--- src/lfas_pkg.sv ---
// Shared types and constants of the LED fill animation shifter.
package lfas_pkg;

   localparam int CHAIN_BITS = 56;
   localparam int CNT_BITS   = $clog2(CHAIN_BITS);
   localparam int SPEED_BITS = 32;
   localparam int TIME_BITS  = 32;
   localparam int CSR_BITS   = 56;
   localparam int DIR_BITS   = 2;
   localparam int IDX_BITS   = 2;

   // Direction codes. Code three takes a time step but sends no frame.
   localparam logic [DIR_BITS-1:0] ANIM_STOP = 2'd0;
   localparam logic [DIR_BITS-1:0] ANIM_UP   = 2'd1;
   localparam logic [DIR_BITS-1:0] ANIM_DOWN = 2'd2;
   localparam logic [DIR_BITS-1:0] ANIM_HOLD = 2'd3;

   // Register indexes.
   localparam logic [IDX_BITS-1:0] CSR_SPEED      = 2'd0;
   localparam logic [IDX_BITS-1:0] CSR_UP_START   = 2'd1;
   localparam logic [IDX_BITS-1:0] CSR_DOWN_START = 2'd2;
   localparam logic [IDX_BITS-1:0] CSR_FULL_MASK  = 2'd3;

   localparam logic [SPEED_BITS-1:0] SPEED_RESET      = 32'd100;
   localparam logic [CHAIN_BITS-1:0] UP_START_RESET   = {1'b1, {(CHAIN_BITS-1){1'b0}}};
   localparam logic [CHAIN_BITS-1:0] DOWN_START_RESET = {{(CHAIN_BITS-1){1'b0}}, 1'b1};
   localparam logic [CHAIN_BITS-1:0] FULL_MASK_RESET  = {CHAIN_BITS{1'b1}};
   localparam logic [CNT_BITS-1:0]   LAST_BIT_CNT     = CNT_BITS'(CHAIN_BITS - 1);

   typedef struct packed {
      logic [SPEED_BITS-1:0] speed_ms;
      logic [CHAIN_BITS-1:0] up_start;
      logic [CHAIN_BITS-1:0] down_start;
      logic [CHAIN_BITS-1:0] full_mask;
   } cfg_type;

   typedef struct packed {
      logic                  valid;
      logic [CHAIN_BITS-1:0] data;
   } frame_type;

endpackage

--- src/lfas_csr.sv ---
// Configuration registers of the LED fill animation shifter.
module lfas_csr (
   input  logic                          clock,
   input  logic                          reset,
   input  logic                          csr_write,
   input  logic [lfas_pkg::IDX_BITS-1:0] csr_index,
   input  logic [lfas_pkg::CSR_BITS-1:0] csr_wdata,
   output lfas_pkg::cfg_type             cfg
);
   import lfas_pkg::*;

   cfg_type cfg_ff, cfg_in;

   always_comb begin
      cfg_in = cfg_ff;
      if (csr_write) begin
         unique case (csr_index)
            CSR_SPEED:      cfg_in.speed_ms   = csr_wdata[SPEED_BITS-1:0];
            CSR_UP_START:   cfg_in.up_start   = csr_wdata[CHAIN_BITS-1:0];
            CSR_DOWN_START: cfg_in.down_start = csr_wdata[CHAIN_BITS-1:0];
            CSR_FULL_MASK:  cfg_in.full_mask  = csr_wdata[CHAIN_BITS-1:0];
            default:        cfg_in = cfg_ff;
         endcase
      end
   end

   always_ff @(posedge clock) begin
      if (reset) begin
         cfg_ff.speed_ms   <= SPEED_RESET;
         cfg_ff.up_start   <= UP_START_RESET;
         cfg_ff.down_start <= DOWN_START_RESET;
         cfg_ff.full_mask  <= FULL_MASK_RESET;
      end else begin
         cfg_ff <= cfg_in;
      end
   end

   assign cfg = cfg_ff;

endmodule

--- src/lfas_step.sv ---
// Request register, time gate, fill pattern update and frame buffer.
module lfas_step (
   input  logic                            clock,
   input  logic                            reset,
   input  logic                            req_valid,
   output logic                            req_stall,
   input  logic [lfas_pkg::DIR_BITS-1:0]   req_direction,
   input  logic [lfas_pkg::TIME_BITS-1:0]  req_now_ms,
   input  lfas_pkg::cfg_type               cfg,
   input  logic                            frame_taken,
   output lfas_pkg::frame_type             frame
);
   import lfas_pkg::*;

   logic                  s1_valid_ff, s1_valid_in;
   logic [DIR_BITS-1:0]   s1_dir_ff, s1_dir_in;
   logic [TIME_BITS-1:0]  s1_now_ff, s1_now_in;
   logic [CHAIN_BITS-1:0] up_ff, up_in;
   logic [CHAIN_BITS-1:0] down_ff, down_in;
   logic [TIME_BITS-1:0]  last_ff, last_in;
   frame_type             fbuf_ff, fbuf_in;

   logic                  req_accept;
   logic                  gate_pass;
   logic                  emits;
   logic                  advance;
   logic [TIME_BITS-1:0]  elapsed;
   logic [CHAIN_BITS-1:0] up_grown;
   logic [CHAIN_BITS-1:0] down_grown;
   logic [CHAIN_BITS-1:0] frame_data;

   assign elapsed   = s1_now_ff - last_ff;
   assign gate_pass = (elapsed >= cfg.speed_ms);
   assign emits     = (s1_dir_ff == ANIM_STOP) ||
                      (gate_pass && (s1_dir_ff == ANIM_UP || s1_dir_ff == ANIM_DOWN));

   // A request that sends a frame waits until the buffer is free or being emptied.
   assign advance    = s1_valid_ff && (!emits || !fbuf_ff.valid || frame_taken);
   assign req_stall  = s1_valid_ff && !advance;
   assign req_accept = req_valid && !req_stall;

   assign up_grown   = up_ff | (up_ff >> 1);
   assign down_grown = down_ff | (down_ff << 1);

   always_comb begin
      s1_valid_in = s1_valid_ff;
      s1_dir_in   = s1_dir_ff;
      s1_now_in   = s1_now_ff;
      if (req_accept) begin
         s1_valid_in = 1'b1;
         s1_dir_in   = req_direction;
         s1_now_in   = req_now_ms;
      end else if (advance) begin
         s1_valid_in = 1'b0;
      end
   end

   always_comb begin
      up_in      = up_ff;
      down_in    = down_ff;
      last_in    = last_ff;
      frame_data = '0;
      if (advance) begin
         if (s1_dir_ff == ANIM_STOP) begin
            up_in   = cfg.up_start;
            down_in = cfg.down_start;
         end else if (gate_pass) begin
            last_in = s1_now_ff;
            case (s1_dir_ff)
               ANIM_UP: begin
                  frame_data = up_ff;
                  up_in      = (up_grown == cfg.full_mask) ? cfg.up_start : up_grown;
               end
               ANIM_DOWN: begin
                  frame_data = down_ff;
                  down_in    = (down_grown == cfg.full_mask) ? cfg.down_start : down_grown;
               end
               default: frame_data = '0;
            endcase
         end
      end
   end

   always_comb begin
      fbuf_in = fbuf_ff;
      if (frame_taken) begin
         fbuf_in.valid = 1'b0;
      end
      if (advance && emits) begin
         fbuf_in.valid = 1'b1;
         fbuf_in.data  = frame_data;
      end
   end

   always_ff @(posedge clock) begin
      if (reset) begin
         s1_valid_ff   <= 1'b0;
         up_ff         <= UP_START_RESET;
         down_ff       <= DOWN_START_RESET;
         last_ff       <= '0;
         fbuf_ff.valid <= 1'b0;
      end else begin
         s1_valid_ff   <= s1_valid_in;
         up_ff         <= up_in;
         down_ff       <= down_in;
         last_ff       <= last_in;
         fbuf_ff.valid <= fbuf_in.valid;
      end
      s1_dir_ff    <= s1_dir_in;
      s1_now_ff    <= s1_now_in;
      fbuf_ff.data <= fbuf_in.data;
   end

   assign frame = fbuf_ff;

   // A waiting frame is never overwritten before the serializer takes it.
   a_fbuf_held: assert property (@(posedge clock) disable iff (reset)
      fbuf_ff.valid && !frame_taken |=> fbuf_ff.valid && $stable(fbuf_ff.data))
      else $error("frame buffer overwritten");

   // A stop request reloads both patterns from the start registers.
   a_stop_reload: assert property (@(posedge clock) disable iff (reset)
      advance && s1_dir_ff == ANIM_STOP |=>
      up_ff == $past(cfg.up_start) && down_ff == $past(cfg.down_start))
      else $error("stop did not reload patterns");

endmodule

--- src/lfas_ser.sv ---
// Frame serializer: shifts a buffered frame out one bit per response.
module lfas_ser (
   input  logic                clock,
   input  logic                reset,
   input  lfas_pkg::frame_type frame,
   output logic                frame_taken,
   output logic                rsp_valid,
   input  logic                rsp_stall,
   output logic                rsp_serial_bit,
   output logic                rsp_latch_after
);
   import lfas_pkg::*;

   logic                  active_ff, active_in;
   logic [CNT_BITS-1:0]   cnt_ff, cnt_in;
   logic [CHAIN_BITS-1:0] shift_ff, shift_in;
   logic                  rsp_accept;
   logic                  last_bit;

   assign rsp_accept  = active_ff && !rsp_stall;
   assign last_bit    = (cnt_ff == '0);
   assign frame_taken = frame.valid && (!active_ff || (rsp_accept && last_bit));

   always_comb begin
      active_in = active_ff;
      cnt_in    = cnt_ff;
      shift_in  = shift_ff;
      if (frame_taken) begin
         active_in = 1'b1;
         cnt_in    = LAST_BIT_CNT;
         shift_in  = frame.data;
      end else if (rsp_accept) begin
         if (last_bit) begin
            active_in = 1'b0;
         end else begin
            cnt_in   = cnt_ff - 1'b1;
            shift_in = shift_ff << 1;
         end
      end
   end

   always_ff @(posedge clock) begin
      if (reset) begin
         active_ff <= 1'b0;
         cnt_ff    <= '0;
      end else begin
         active_ff <= active_in;
         cnt_ff    <= cnt_in;
      end
      shift_ff <= shift_in;
   end

   assign rsp_valid       = active_ff;
   assign rsp_serial_bit  = shift_ff[CHAIN_BITS-1];
   assign rsp_latch_after = last_bit;

   a_load_count: assert property (@(posedge clock) disable iff (reset)
      frame_taken |=> active_ff && cnt_ff == LAST_BIT_CNT)
      else $error("frame loaded with wrong bit count");

   a_count_down: assert property (@(posedge clock) disable iff (reset)
      rsp_accept && !last_bit |=> active_ff && cnt_ff == $past(cnt_ff) - 1'b1)
      else $error("bit count did not step");

   a_frame_end: assert property (@(posedge clock) disable iff (reset)
      rsp_accept && last_bit && !frame.valid |=> !active_ff)
      else $error("serializer ran past the last bit");

endmodule

--- src/led_fill_animation_shifter.sv ---
// Top level of the LED fill animation shifter.
// An accepted request is held in the request register and its frame in the frame buffer;
// the serializer then loads it and shifts one bit per cycle while rsp_stall is low.
// A request that sends no frame never waits on the frame buffer.
// One frame waits in a buffer while another shifts; frame requests stall only when both are busy.
// Reset: registers return to their defaults, patterns to the start defaults, time to zero.
module led_fill_animation_shifter (
   input  logic                           clock,
   input  logic                           reset,
   input  logic                           req_valid,
   output logic                           req_stall,
   input  logic [lfas_pkg::DIR_BITS-1:0]  req_direction,
   input  logic [lfas_pkg::TIME_BITS-1:0] req_now_ms,
   output logic                           rsp_valid,
   input  logic                           rsp_stall,
   output logic                           rsp_serial_bit,
   output logic                           rsp_latch_after,
   input  logic                           csr_write,
   input  logic [lfas_pkg::IDX_BITS-1:0]  csr_index,
   input  logic [lfas_pkg::CSR_BITS-1:0]  csr_wdata
);
   import lfas_pkg::*;

   cfg_type   cfg;
   frame_type frame;
   logic      frame_taken;

   lfas_csr u_csr (
      .clock     (clock),
      .reset     (reset),
      .csr_write (csr_write),
      .csr_index (csr_index),
      .csr_wdata (csr_wdata),
      .cfg       (cfg)
   );

   lfas_step u_step (
      .clock         (clock),
      .reset         (reset),
      .req_valid     (req_valid),
      .req_stall     (req_stall),
      .req_direction (req_direction),
      .req_now_ms    (req_now_ms),
      .cfg           (cfg),
      .frame_taken   (frame_taken),
      .frame         (frame)
   );

   lfas_ser u_ser (
      .clock           (clock),
      .reset           (reset),
      .frame           (frame),
      .frame_taken     (frame_taken),
      .rsp_valid       (rsp_valid),
      .rsp_stall       (rsp_stall),
      .rsp_serial_bit  (rsp_serial_bit),
      .rsp_latch_after (rsp_latch_after)
   );

endmodule

--- config.mk ---
export PLATFORM = sky130hd
export DESIGN_NAME = led_fill_animation_shifter
export DESIGN_NICKNAME = d
export VERILOG_FILES = /design/src/lfas_pkg.sv /design/src/lfas_csr.sv /design/src/lfas_step.sv /design/src/lfas_ser.sv /design/src/led_fill_animation_shifter.sv
export SDC_FILE = /design/constraint.sdc
export NUM_CORES = 1
export LEC_CHECK = 0
export BUFFER_PORTS_ARGS = -buffer_cell sky130_fd_sc_hd__buf_2
export CAP_MARGIN = 0
export CORE_ASPECT_RATIO = 1.25
export CORE_MARGIN = 3
export CORE_UTILIZATION = 35
export DETAILED_ROUTE_END_ITERATION = 10
export HOLD_SLACK_MARGIN = 0.15
export PLACE_DENSITY = 0.51
export SETUP_SLACK_MARGIN = 0.02
export SYNTH_ARGS = -nofsm -noshare
export SYNTH_HDL_FRONTEND = slang
export SYNTH_SLANG_ARGS = --single-unit
--- constraint.sdc ---
create_clock -name clock -period 17.3 [get_ports clock]
set_input_delay 2.595 -clock clock [delete_from_list [all_inputs] [get_ports clock]]
set_output_delay 2.595 -clock clock [all_outputs]
set_load 0.02 [all_outputs]
==> run metrics, run 1 <==
CP bufs+invs=4; final WL=70,940 um; die width=235.1 um; post-synthesis compound-gate area fraction=19.57%; Combinational Power Share=11.8%; delay-heaviest family, CP=compound AO/OA/AOI/OAI gates; Worst Hold Depth=2; Seq/Total Area, Yosys=49.89%; IO Count=101; Seq cells post-synth=499; Fin Setup TNS=0 ps; worst-path maximum fanout=4; largest family of logic cells by synthesized area=compound AO/OA/AOI/OAI gates; register area=0.01145 mm^2; clk_skew=31.47 ps; Distinct cells, synth=69; Initial Util=35.49%; Post-Syn Area=0.02295 mm^2; crit share post-route=50.21%; initial antenna violation count=3; CTS tree=yes; DRC viols=0; Layout fillers=6,439; Initial DRC Count=1,129; status=completed; clock transition at the registers of the reported paths=60 ps; Post-CTS Setup Repair Bufs=0; DR vias=18,560; Post-Synth Adder-Cell Area=3.794%; number of global-route vias before repair=18,580; port bufs=100; Hold Buf Count CTS=0; H-tree levels=2; net switching power=0.7161 mW; Die Ht=292.3 um; CTS root buf=clkbuf_16; vias per cell=5.422; routed len/inst=20.73 um; mux cell area share after synthesis=2.873%; Worst VDD drop=0.07981 mV; type of origin of the critical path=flop; share of layout cells above drive strength 1=13.14%; Stages on worst setup path=22; Ys Warns=0; CP Capture Type=output pin; Fin. Hold Viols=0; worst slew pin tran=1129 ps; Final ANT Viol Nets=0; HP Class=reg -> reg; Synth Instances=2,507; Most used DFF post-synth=dfxtp_1; dpl hpwl=46,930 um; top-area cell type share of the netlist area=30.79%; GRT Total Usage=20.25%; first-pass GRT wire length=111,000 um; WS Path Type=reg -> out; Worst Path Required=14,700 ps; XOR/XNOR share of the synthesized area=3.663%; CTS max path bufs=3; PD cells=106.2 mW/mm^2; Final GP Congestion=0.9331; post-CTS sizing=0; Final setup viols=0; number of synthesized flops with an enable pin=146; core area=0.06467 mm^2; Placed Area=0.02418 mm^2; syn_area_per_cell=9.156 um^2; crit-path cells=inv_1, ha_1, inv_1, fa_1, a21o_1, a22oi_1, a2111o_1, nand3_1, a2111oi_0, o21bai_1, a21oi_1, xnor2_1, ha_1, nand4_1, nor2_1, and2_1, a222oi_1, buf_4, a21boi_0, o21ai_0, nor2_1, buf_2; Layout area overhead=12.94%; gr ovfl total=0; CTS Sinks=499; TritonCTS buffer count=52; cell taking the most area after synthesis=dfxtp_1; DR pass1 iterations=5; Synth Area in Simple Gates=16.02%; Final Slew Violations=0; Die ar.=0.06871 mm^2; Lkg Pwr=9.363 nW; share of synthesized registers carrying an async set or reset=0%; Int Pwr=2.038 mW; Fmax=115.1 MHz; RSZ-0062 raised after global routing=false; later-pin clock latency in the skew report=610 ps; row count=104; top cells by area, synth=dfxtp_1, edfxtp_1, nand2_1; crit-path max cell delay=630 ps; area of the multi-input gates=0.01064 mm^2; Seq pwr share=46.7%; switching share of power=26.00%; fin crit period=8687 ps; critical path's slowest cell=a2111oi_0; nets=2,694; pin count of the biggest net entering global routing=94; Clock power frac=41.5%; max_cap viols=0; R2R depth=23; net count after synthesis=2,673; max_slew headroom=24.76%; Worst Path Arrival=6090 ps; post-route cell area=0.02592 mm^2
==> power by group through the flow <==
| stage | Sequential (mW) | Clock [mW] | Combinational [mW] |
|---|---|---|---|
| global placement | 1.31 | 0 | 0.322 |
| floorplan | 1.30 | 0 | 0.223 |
| finish | 1.29 | 1.14 | 0.326 |
| detailed placement | 1.31 | 0 | 0.327 |
| CTS | 1.28 | 1.18 | 0.329 |
| global route | 1.29 | 1.22 | 0.365 |
==> layout by cell type, fill, tap and decap left out, types with 60 or more instances in the layout <==
| cell type | n |
|---|---|
| nand3_1 | 68 |
| nor2_1 | 288 |
| a21oi_1 | 217 |
| a22oi_1 | 64 |
| nand2_1 | 421 |
| buf_2 | 99 |
| inv_1 | 88 |
| o22ai_1 | 60 |
| dfxtp_1 | 353 |
| edfxtp_1 | 146 |
| ha_1 | 66 |
| o21a_1 | 120 |
==> synth_stat cells, types with 4 or more instances <==
cell,n
a21oi_1,217
mux2_2,55
nand4_1,17
o22ai_1,60
nor3b_1,5
nor3_1,18
nand2_1,426
ha_1,68
dfxtp_1,353
buf_1,12
a21o_1,21
nor2_1,290
inv_1,89
clkbuf_1,118
nand3_1,69
o2111ai_1,6
xor2_1,45
o221a_2,53
o21a_1,120
nor2b_1,6
and2_1,4
o21bai_1,9
nand2b_1,5
buf_2,28
a22oi_1,64
o211ai_1,7
a31oi_1,7
mux2i_1,4
xnor2_1,51
or3_1,5
and3_1,6
a211oi_1,10
or3b_2,4
edfxtp_1,146
a2111oi_0,5
nor4_1,19
o21ai_0,28
a22o_1,5
==> tightest hold or removal path, cell delays in order (launching register included) <==
cell     delay [ps]
dfxtp_1         310
nand2_1          50
a21oi_1          50
==> worst paths after layout <==
path,start,end,slack [ps]
min,u_csr.cfg[124]$_SDFFE_PP0P_,u_csr.cfg[124]$_SDFFE_PP0P_,450
max reg2reg,u_step.s1_now_ff[0]$_DFFE_PP_,u_step.up_ff[29]$_SDFFE_PP0P_,10660
min reg2reg,u_csr.cfg[124]$_SDFFE_PP0P_,u_csr.cfg[124]$_SDFFE_PP0P_,450
max,u_step.s1_now_ff[0]$_DFFE_PP_,req_stall,8610
==> cells by family after synthesis <==
kind of cell,count (synthesis)
AO/OA/AOI/OAI,651
XOR/XNOR,96
adder cells (fa/ha/maj),69
buffers and inverters,247
flip-flops,499
multiplexers,59
AND/OR/NAND/NOR,886
==> area by class of cell <==
| cell class | count | area share [%] |
|---|---|---|
| Inverter | 89 | 1.293 |
| Clock buffer | 81 | 6.071 |
| Tap cell | 848 | 4.093 |
| Sequential cell | 499 | 44.17 |
| Clock inverter | 17 | 0.6419 |
| Timing Repair Buffer | 125 | 2.679 |
| Multi-Input combinational cell | 1761 | 41.03 |
| Antenna cell | 2 | 0.01930 |
==> through the flow <==
step | total power [mW] | utilization (%) | cells | setup WS [ps] | hold slack (ps)
after global placement | 1.630 | 37.39 | 3322 | 9198 | 441.5
after detailed placement | 1.637 | 37.39 | 3322 | 9218 | 446.5
after floorplan | 1.521 | - | 2507 | 9999 | 436.3
after CTS | 2.789 | 40.08 | 3420 | 8523 | 455.1
after global routing | 2.869 | 40.09 | 3422 | 7985 | 473.0
final | 2.754 | 40.09 | 3422 | 8613 | 454.5
==> registers in the layout, indices dropped and copies added (netlist names) <==
name	flops
u_step.last_ff	32
u_step.up_ff	56
u_step.frame	57
u_csr.cfg	200
u_ser.cnt_ff	6
u_ser.shift_ff	56
u_ser.rsp_valid	1
u_step.s1_valid_ff	1
u_step.down_ff	56
u_step.s1_now_ff	32
u_step.s1_dir_ff	2
==> per-layer routing <==
layer  up-vias  wire [um]  GRT usage, %
li1       8894          -             -
met1      9010      29180         24.93
met2       518      35890         36.27
met3       131       3579         2.769
met4         2       2282         7.095
met5         -          7             0
(Power assumes the default switching activity.)
==> inputs of run 2 (changes only) <==
--- a/config.mk
+++ b/config.mk
@@ -12,7 +12,7 @@
 export CORE_UTILIZATION = 35
 export DETAILED_ROUTE_END_ITERATION = 10
 export HOLD_SLACK_MARGIN = 0.15
-export PLACE_DENSITY = 0.51
+export PLACE_DENSITY = 0.53
 export SETUP_SLACK_MARGIN = 0.02
 export SYNTH_ARGS = -nofsm -noshare
 export SYNTH_HDL_FRONTEND = slang
==> constraint.sdc (replaced) <==
create_clock -name clock -period 7 [get_ports clock]
set_input_delay 1.05 -clock clock [delete_from_list [all_inputs] [get_ports clock]]
set_output_delay 1.05 -clock clock [all_outputs]
set_load 0.02 [all_outputs]
==> run 2 against run 1 <==
Against the previous run: cell area is 0.62% higher; setup slack worse by 8400 ps; global-route usage is 0.59 points lower; register-to-register slack worse by 9700 ps; power increased to 2.5 times the previous value; die area unchanged; non-clock buffer count up 6; hold slack about the same; combinational power rose by 150%.
==> run metrics, run 2 (synthesis results as in run 1) <==
Worst Path Arrival=5700 ps (was 6090 ps); max_cap viols=0 (unchanged); Hold Startpoint=u_csr.cfg[137]$_SDFFE_PP0P_ (was u_csr.cfg[124]$_SDFFE_PP0P_); Non-Filler Instances=3,425 (was 3,422); Final GP Congestion=0.9595 (was 0.9331); commonest non-fill, non-tap cell in the layout=nand2_1 (unchanged); IO Count=101 (unchanged); routed wl met2=35,020 um (was 35,890 um); reg2reg end=u_step.down_ff[27]$_SDFFE_PP0P_ (was u_step.up_ff[29]$_SDFFE_PP0P_); Lkg Pwr=9.432 nW (was 9.363 nW); Die Ht=292.3 um (unchanged); CTS Sinks=499 (unchanged); crit share post-route=96.47%; routed len/inst=20.31 um (was 20.73 um); DR vias=18,430 (was 18,560); TritonCTS buffer count=51 (was 52); CTS root buf=clkbuf_16 (unchanged); HP Class=reg -> reg (unchanged); Most common cell on crit path=a21o_1; Initial DRC Count=1,283 (was 1,129); Fmax=148.1 MHz; dpl hpwl=47,700 um (was 46,930 um); placed cell count=3,327 (was 3,322); fin crit period=6753 ps; clk_skew=43.05 ps (was 31.47 ps); reg2reg setup slack=920 ps (was 10,660 ps); CTS tree=yes (unchanged); Final ANT Viol Nets=0 (unchanged); vias per cell=5.382 (was 5.422); row count=104 (unchanged); gr ovfl total=0 (unchanged); CTS max path bufs=3 (unchanged); share of layout cells above drive strength 1=13.75% (was 13.14%); H-tree levels=2 (unchanged); die width=235.1 um (unchanged); commonest cells after routing, fill and taps aside=nand2_1, dfxtp_1, nor2_1, a21oi_1, edfxtp_1 (unchanged); max reg flops=200 (unchanged); area of the multi-input gates=0.01067 mm^2 (was 0.01064 mm^2); worst slew pin tran=943.8 ps (was 1129 ps); worst-path maximum fanout=5 (was 4); delay-heaviest family, CP=compound AO/OA/AOI/OAI gates (unchanged); crit path from=u_step.s1_now_ff[4]$_DFFE_PP_ (was u_step.s1_now_ff[0]$_DFFE_PP_); Final Slew Violations=0 (unchanged); RSZ-0062 raised after global routing=false (unchanged); Placed Area=0.02424 mm^2 (was 0.02418 mm^2); clock transition at the registers of the reported paths=60 ps (about the same); final WL=69,570 um (was 70,940 um); Worst Hold Depth=2 (unchanged); post-route cell area=0.02609 mm^2 (was 0.02592 mm^2); first-pass GRT wire length=108,300 um (was 111,000 um); max_slew headroom=37.08% (was 24.76%); Die ar.=0.06871 mm^2 (unchanged); crit-path cells=ha_1, a21o_1, a31oi_1, a21boi_2, a2111oi_4, o21ai_1, a21o_1, a2111o_1, o311ai_0, ha_1, a21o_1, a21o_1, a221o_1, a222oi_1, buf_4, a21boi_0, o21ai_1, buf_4, nor2_2, buf_2 (was inv_1, ha_1, inv_1, fa_1, a21o_1, a22oi_1, a2111o_1, nand3_1, a2111oi_0, o21bai_1, a21oi_1, xnor2_1, ha_1, nand4_1, nor2_1, and2_1, a222oi_1, buf_4, a21boi_0, o21ai_0, nor2_1, buf_2); Final setup viols=0 (unchanged); WS Path Type=reg -> out (unchanged); Reg-to-Reg Start=u_step.s1_now_ff[4]$_DFFE_PP_ (was u_step.s1_now_ff[0]$_DFFE_PP_); port bufs=100 (unchanged); DR pass1 iterations=6 (was 5); Layout fillers=6,414 (was 6,439); number of global-route vias before repair=18,330 (was 18,580); met3 wire length=3187 um (was 3579 um); R2R depth=20 (was 23); Fin Setup TNS=0 ps (unchanged); pin count of the biggest net entering global routing=75 (was 94); type of origin of the critical path=flop (unchanged); Worst Path Required=5950 ps (was 14,700 ps); CP Capture Type=output pin (unchanged); hold_ws=454.7 ps (was 454.5 ps); GRT Total Usage=19.66% (was 20.25%); uppermost layer routed=met5 (unchanged); DRC viols=0 (unchanged); CP bufs+invs=3 (was 4); later-pin clock latency in the skew report=630 ps (was 610 ps); nets=2,699 (was 2,694); WHS Endpoint=u_csr.cfg[137]$_SDFFE_PP0P_ (was u_csr.cfg[124]$_SDFFE_PP0P_); Layout area overhead=13.64% (was 12.94%); Fin. Hold Viols=0 (unchanged); crit-path max cell delay=470 ps (was 630 ps); core area=0.06467 mm^2 (unchanged); register area=0.01145 mm^2 (unchanged); met1 WL=28,900 um (was 29,180 um); critical path's slowest cell=a222oi_1 (was a2111oi_0); PD cells=264.9 mW/mm^2 (was 106.2 mW/mm^2); Initial Util=35.49% (unchanged); initial antenna violation count=3 (unchanged); Worst VDD drop=0.2305 mV (was 0.07981 mV); status=completed (unchanged)
==> run 2: changes by cell type in the layout (fill, tap and decap cells not counted), sizes merged <==
cell,delta
clkinv,+11
clkinvlp,+1
bufinv,+4
inv,-1
buf,+6
clkbuf,-18
==> run 2: what timing repair did <==
| item | CTS | global route |
|---|---|---|
| pin swaps | 2 | 2 |
| setup buffers | 1 | 0 |
| gates resized for setup | 4 | 9 |
| hold buffers | 0 | 0 |
| setup endpoints to repair | 1 | 1 |
==> run 2: layout make-up <==
type                       count  area share [%]
antenna                        2         0.01919
clock buffer                  63           5.425
clock inverter                32           1.453
inverter                      89           1.285
multi-input combinational   1761           40.92
sequential                   499           43.90
tap                          848           4.068
timing repair buffer         131           2.931
==> run 2: per-layer routing <==
layer  global-route usage (%)  up-vias
met5                        0        -
met4                    6.960        2
met3                    2.590      125
met2                    35.49      497
met1                    23.99     8908
li1                         -     8902
==> run 2: stage by stage <==
step / util, % / setup WS [ps] / power (mW)
finish: 40.33 / 246.9 / 6.911
detailed placement: 37.48 / 457.2 / 4.047
global route: 40.33 / 21.24 / 7.187
CTS: 40.29 / 68.77 / 6.980
floorplan: - / 275.6 / 3.758
global placement: 37.48 / 570.3 / 4.027
==> run 2: worst max-delay path by stage <==
stage,endpoint,slack (ps),depth (start not counted)
floorplan,u_step.s1_dir_ff[0]$_DFFE_PP_,280,18
global route,req_stall,20,22
detailed placement,req_stall,460,20
CTS,req_stall,70,20
finish,req_stall,250,20
global placement,req_stall,570,20
==> run 2: report_power, final <==
part           switching (mW)  internal [mW]
logic                   0.511          0.300
clock network            1.22           1.70
registers              0.0868           3.09
total                    1.82           5.09
==> run 2: worst min-delay path: stages, from the launching register on <==
cell	delay, ps
dfxtp_1	310
nand2_1	50
a21oi_1	50
==> inputs of run 3 (changes only) <==
--- a/config.mk
+++ b/config.mk
@@ -12,6 +12,7 @@
 export CORE_UTILIZATION = 35
 export DETAILED_ROUTE_END_ITERATION = 10
 export HOLD_SLACK_MARGIN = 0.15
+export MAX_ROUTING_LAYER = met4
 export PLACE_DENSITY = 0.53
 export SETUP_SLACK_MARGIN = 0.02
 export SYNTH_ARGS = -nofsm -noshare
==> constraint.sdc (replaced) <==
create_clock -name clock -period 7 [get_ports clock]
set_input_delay 1.4 -clock clock [delete_from_list [all_inputs] [get_ports clock]]
set_output_delay 1.4 -clock clock [all_outputs]
set_load 0.02 [all_outputs]
==> run 3 against run 2 <==
Against the previous run: wire length up 1.4%; count of clock-buffer cells in the layout rose by 16; hold slack gained 0.55 ps; largest power group unchanged; largest cell class unchanged; power is 3.5% lower; sequential cell count unchanged; sequential share of layout area up 0.18 points; core utilization down 0.17 points; global-route usage is 1.0 points higher; cell area is 0.41% lower; clock skew down 21 ps; clock power fell by 8.2%; die area did not move.
==> run metrics, run 3 (synthesis results as in run 1) <==
DR pass1 iterations=7 (was 6); Initial Util=35.49% (unchanged); pin count of the biggest net entering global routing=74 (was 75); Final Total Pwr=6.671 mW (was 6.911 mW); HP Class=reg -> reg (unchanged); Fin Setup TNS=0 ps (unchanged); post-route cell area=0.02598 mm^2 (was 0.02609 mm^2); CTS Sinks=499 (unchanged); clk_skew=21.69 ps (was 43.05 ps); CTS max path bufs=3 (unchanged); clock transition at the registers of the reported paths=60 ps (about the same); Fin. Hold Viols=0 (unchanged); row count=104 (unchanged); first-pass GRT wire length=109,700 um (was 108,300 um); IO Count=101 (unchanged); Fmax=149.9 MHz (was 148.1 MHz); Final ANT Viol Nets=0 (unchanged); status=completed (unchanged); CTS tree=yes (unchanged); max_cap viols=0 (unchanged); Worst VDD drop=0.1887 mV (was 0.2305 mV); max_slew headroom=41.15% (was 37.08%); CP Capture Type=output pin (unchanged); TritonCTS buffer count=53 (was 51); Final GP Congestion=0.8849 (was 0.9595); DRC viols=0 (unchanged); commonest cells after routing, fill and taps aside=nand2_1, dfxtp_1, nor2_1, a21oi_1, edfxtp_1 (unchanged); hold_ws=455.3 ps (was 454.7 ps); final worst setup slack=329.8 ps (was 246.9 ps); vias per cell=5.335 (was 5.382); port bufs=100 (unchanged); Initial DRC Count=1,178 (was 1,283); max reg flops=200 (unchanged); Final Core Density=40.17% (was 40.33%); dpl hpwl=48,640 um (was 47,700 um); Die Ht=292.3 um (unchanged); nets=2,705 (was 2,699); placed cell count=3,329 (was 3,327); Non-Filler Instances=3,437 (was 3,425); Layout area overhead=13.17% (was 13.64%); die width=235.1 um (unchanged); worst slew pin tran=882.7 ps (was 943.8 ps); pre-CTS setup slack=294.0 ps (was 457.2 ps); worst-path maximum fanout=3 (was 5); Final setup viols=0 (unchanged); crit share post-route=95.29% (was 96.47%); share of layout cells above drive strength 1=13.74% (was 13.75%); Worst Path Arrival=5270 ps (was 5700 ps); H-tree levels=2 (unchanged); Lkg Pwr=9.373 nW (was 9.432 nW); commonest non-fill, non-tap cell in the layout=nand2_1 (unchanged); DR vias=18,340 (was 18,430); core area=0.06467 mm^2 (unchanged); Die ar.=0.06871 mm^2 (unchanged); Final Slew Violations=0 (unchanged); WS Path Type=reg -> out (unchanged); CTS root buf=clkbuf_16 (unchanged); initial antenna violation count=5 (was 3); GRT Total Usage=20.67% (was 19.66%); type of origin of the critical path=flop (unchanged); number of global-route vias before repair=18,420 (was 18,330); Worst Path Required=5600 ps (was 5950 ps); routed len/inst=20.52 um (was 20.31 um); Placed Area=0.02424 mm^2 (about the same); gr ovfl total=0 (unchanged); final WL=70,540 um (was 69,570 um); PD cells=256.8 mW/mm^2 (was 264.9 mW/mm^2); later-pin clock latency in the skew report=610 ps (was 630 ps); fin crit period=6670 ps (was 6753 ps)
## run 3: final timing paths
check	from	end	slack [ps]	cells past startpoint
worst max register to register	u_step.s1_now_ff[1]$_DFFE_PP_	u_step.down_ff[32]$_SDFFE_PP0P_	1220	20
worst min register to register	u_csr.cfg[165]$_SDFFE_PP0P_	u_csr.cfg[165]$_SDFFE_PP0P_	460	2
worst min-delay path	u_csr.cfg[165]$_SDFFE_PP0P_	u_csr.cfg[165]$_SDFFE_PP0P_	460	2
worst max-delay path	u_step.s1_now_ff[1]$_DFFE_PP_	req_stall	330	19
## run 3: power by group
part	total (mW)	internal, mW	leakage (nW)	switching [mW]
logic	0.818	0.303	4.29	0.515
clock network	2.68	1.50	0.807	1.18
registers	3.18	3.09	4.28	0.0872
total	6.67	4.89	9.37	1.78
## run 3: what timing repair did
action	4_1_cts	5_1_grt
setup buffers	1	2
pin swaps	2	8
setup endpoints to repair	1	1
hold buffers	0	0
gates resized for setup	5	13
## run 3: layout make-up
type	instances	area [um^2]
Clock buffer	79	1516
Sequential cell	499	11450
Multi-Input combinational cell	1761	10710
Clock inverter	21	111.4
Antenna cell	5	12.51
Tap cell	848	1061
Timing Repair Buffer	135	782.0
Inverter	89	335.3
Fill cell	6427	38690
## run 3: layer usage
layer / vias up / wire length, um / track usage (%)
li1: 8935 / - / -
met1: 8866 / 29720 / 24.59
met2: 433 / 36060 / 36.55
met3: 103 / 2749 / 2.571
met4: 0 / 2008 / 6.273
met5: - / 0 / -
## run 3: critical path: stages, from the launching register on
cell       delay, ps
edfxtp_1         430
ha_1             290
nor2b_1          150
o2111ai_1        210
a21boi_1         170
a2111oi_4        460
o21ai_1          170
a21o_1           240
a2111o_1         410
o311ai_0         130
ha_1             320
a21o_1           180
a21o_1           170
a221o_1          300
a222oi_1         310
buf_4            180
a21boi_1          70
o21ai_2          200
nor2_2            70
buf_2            190
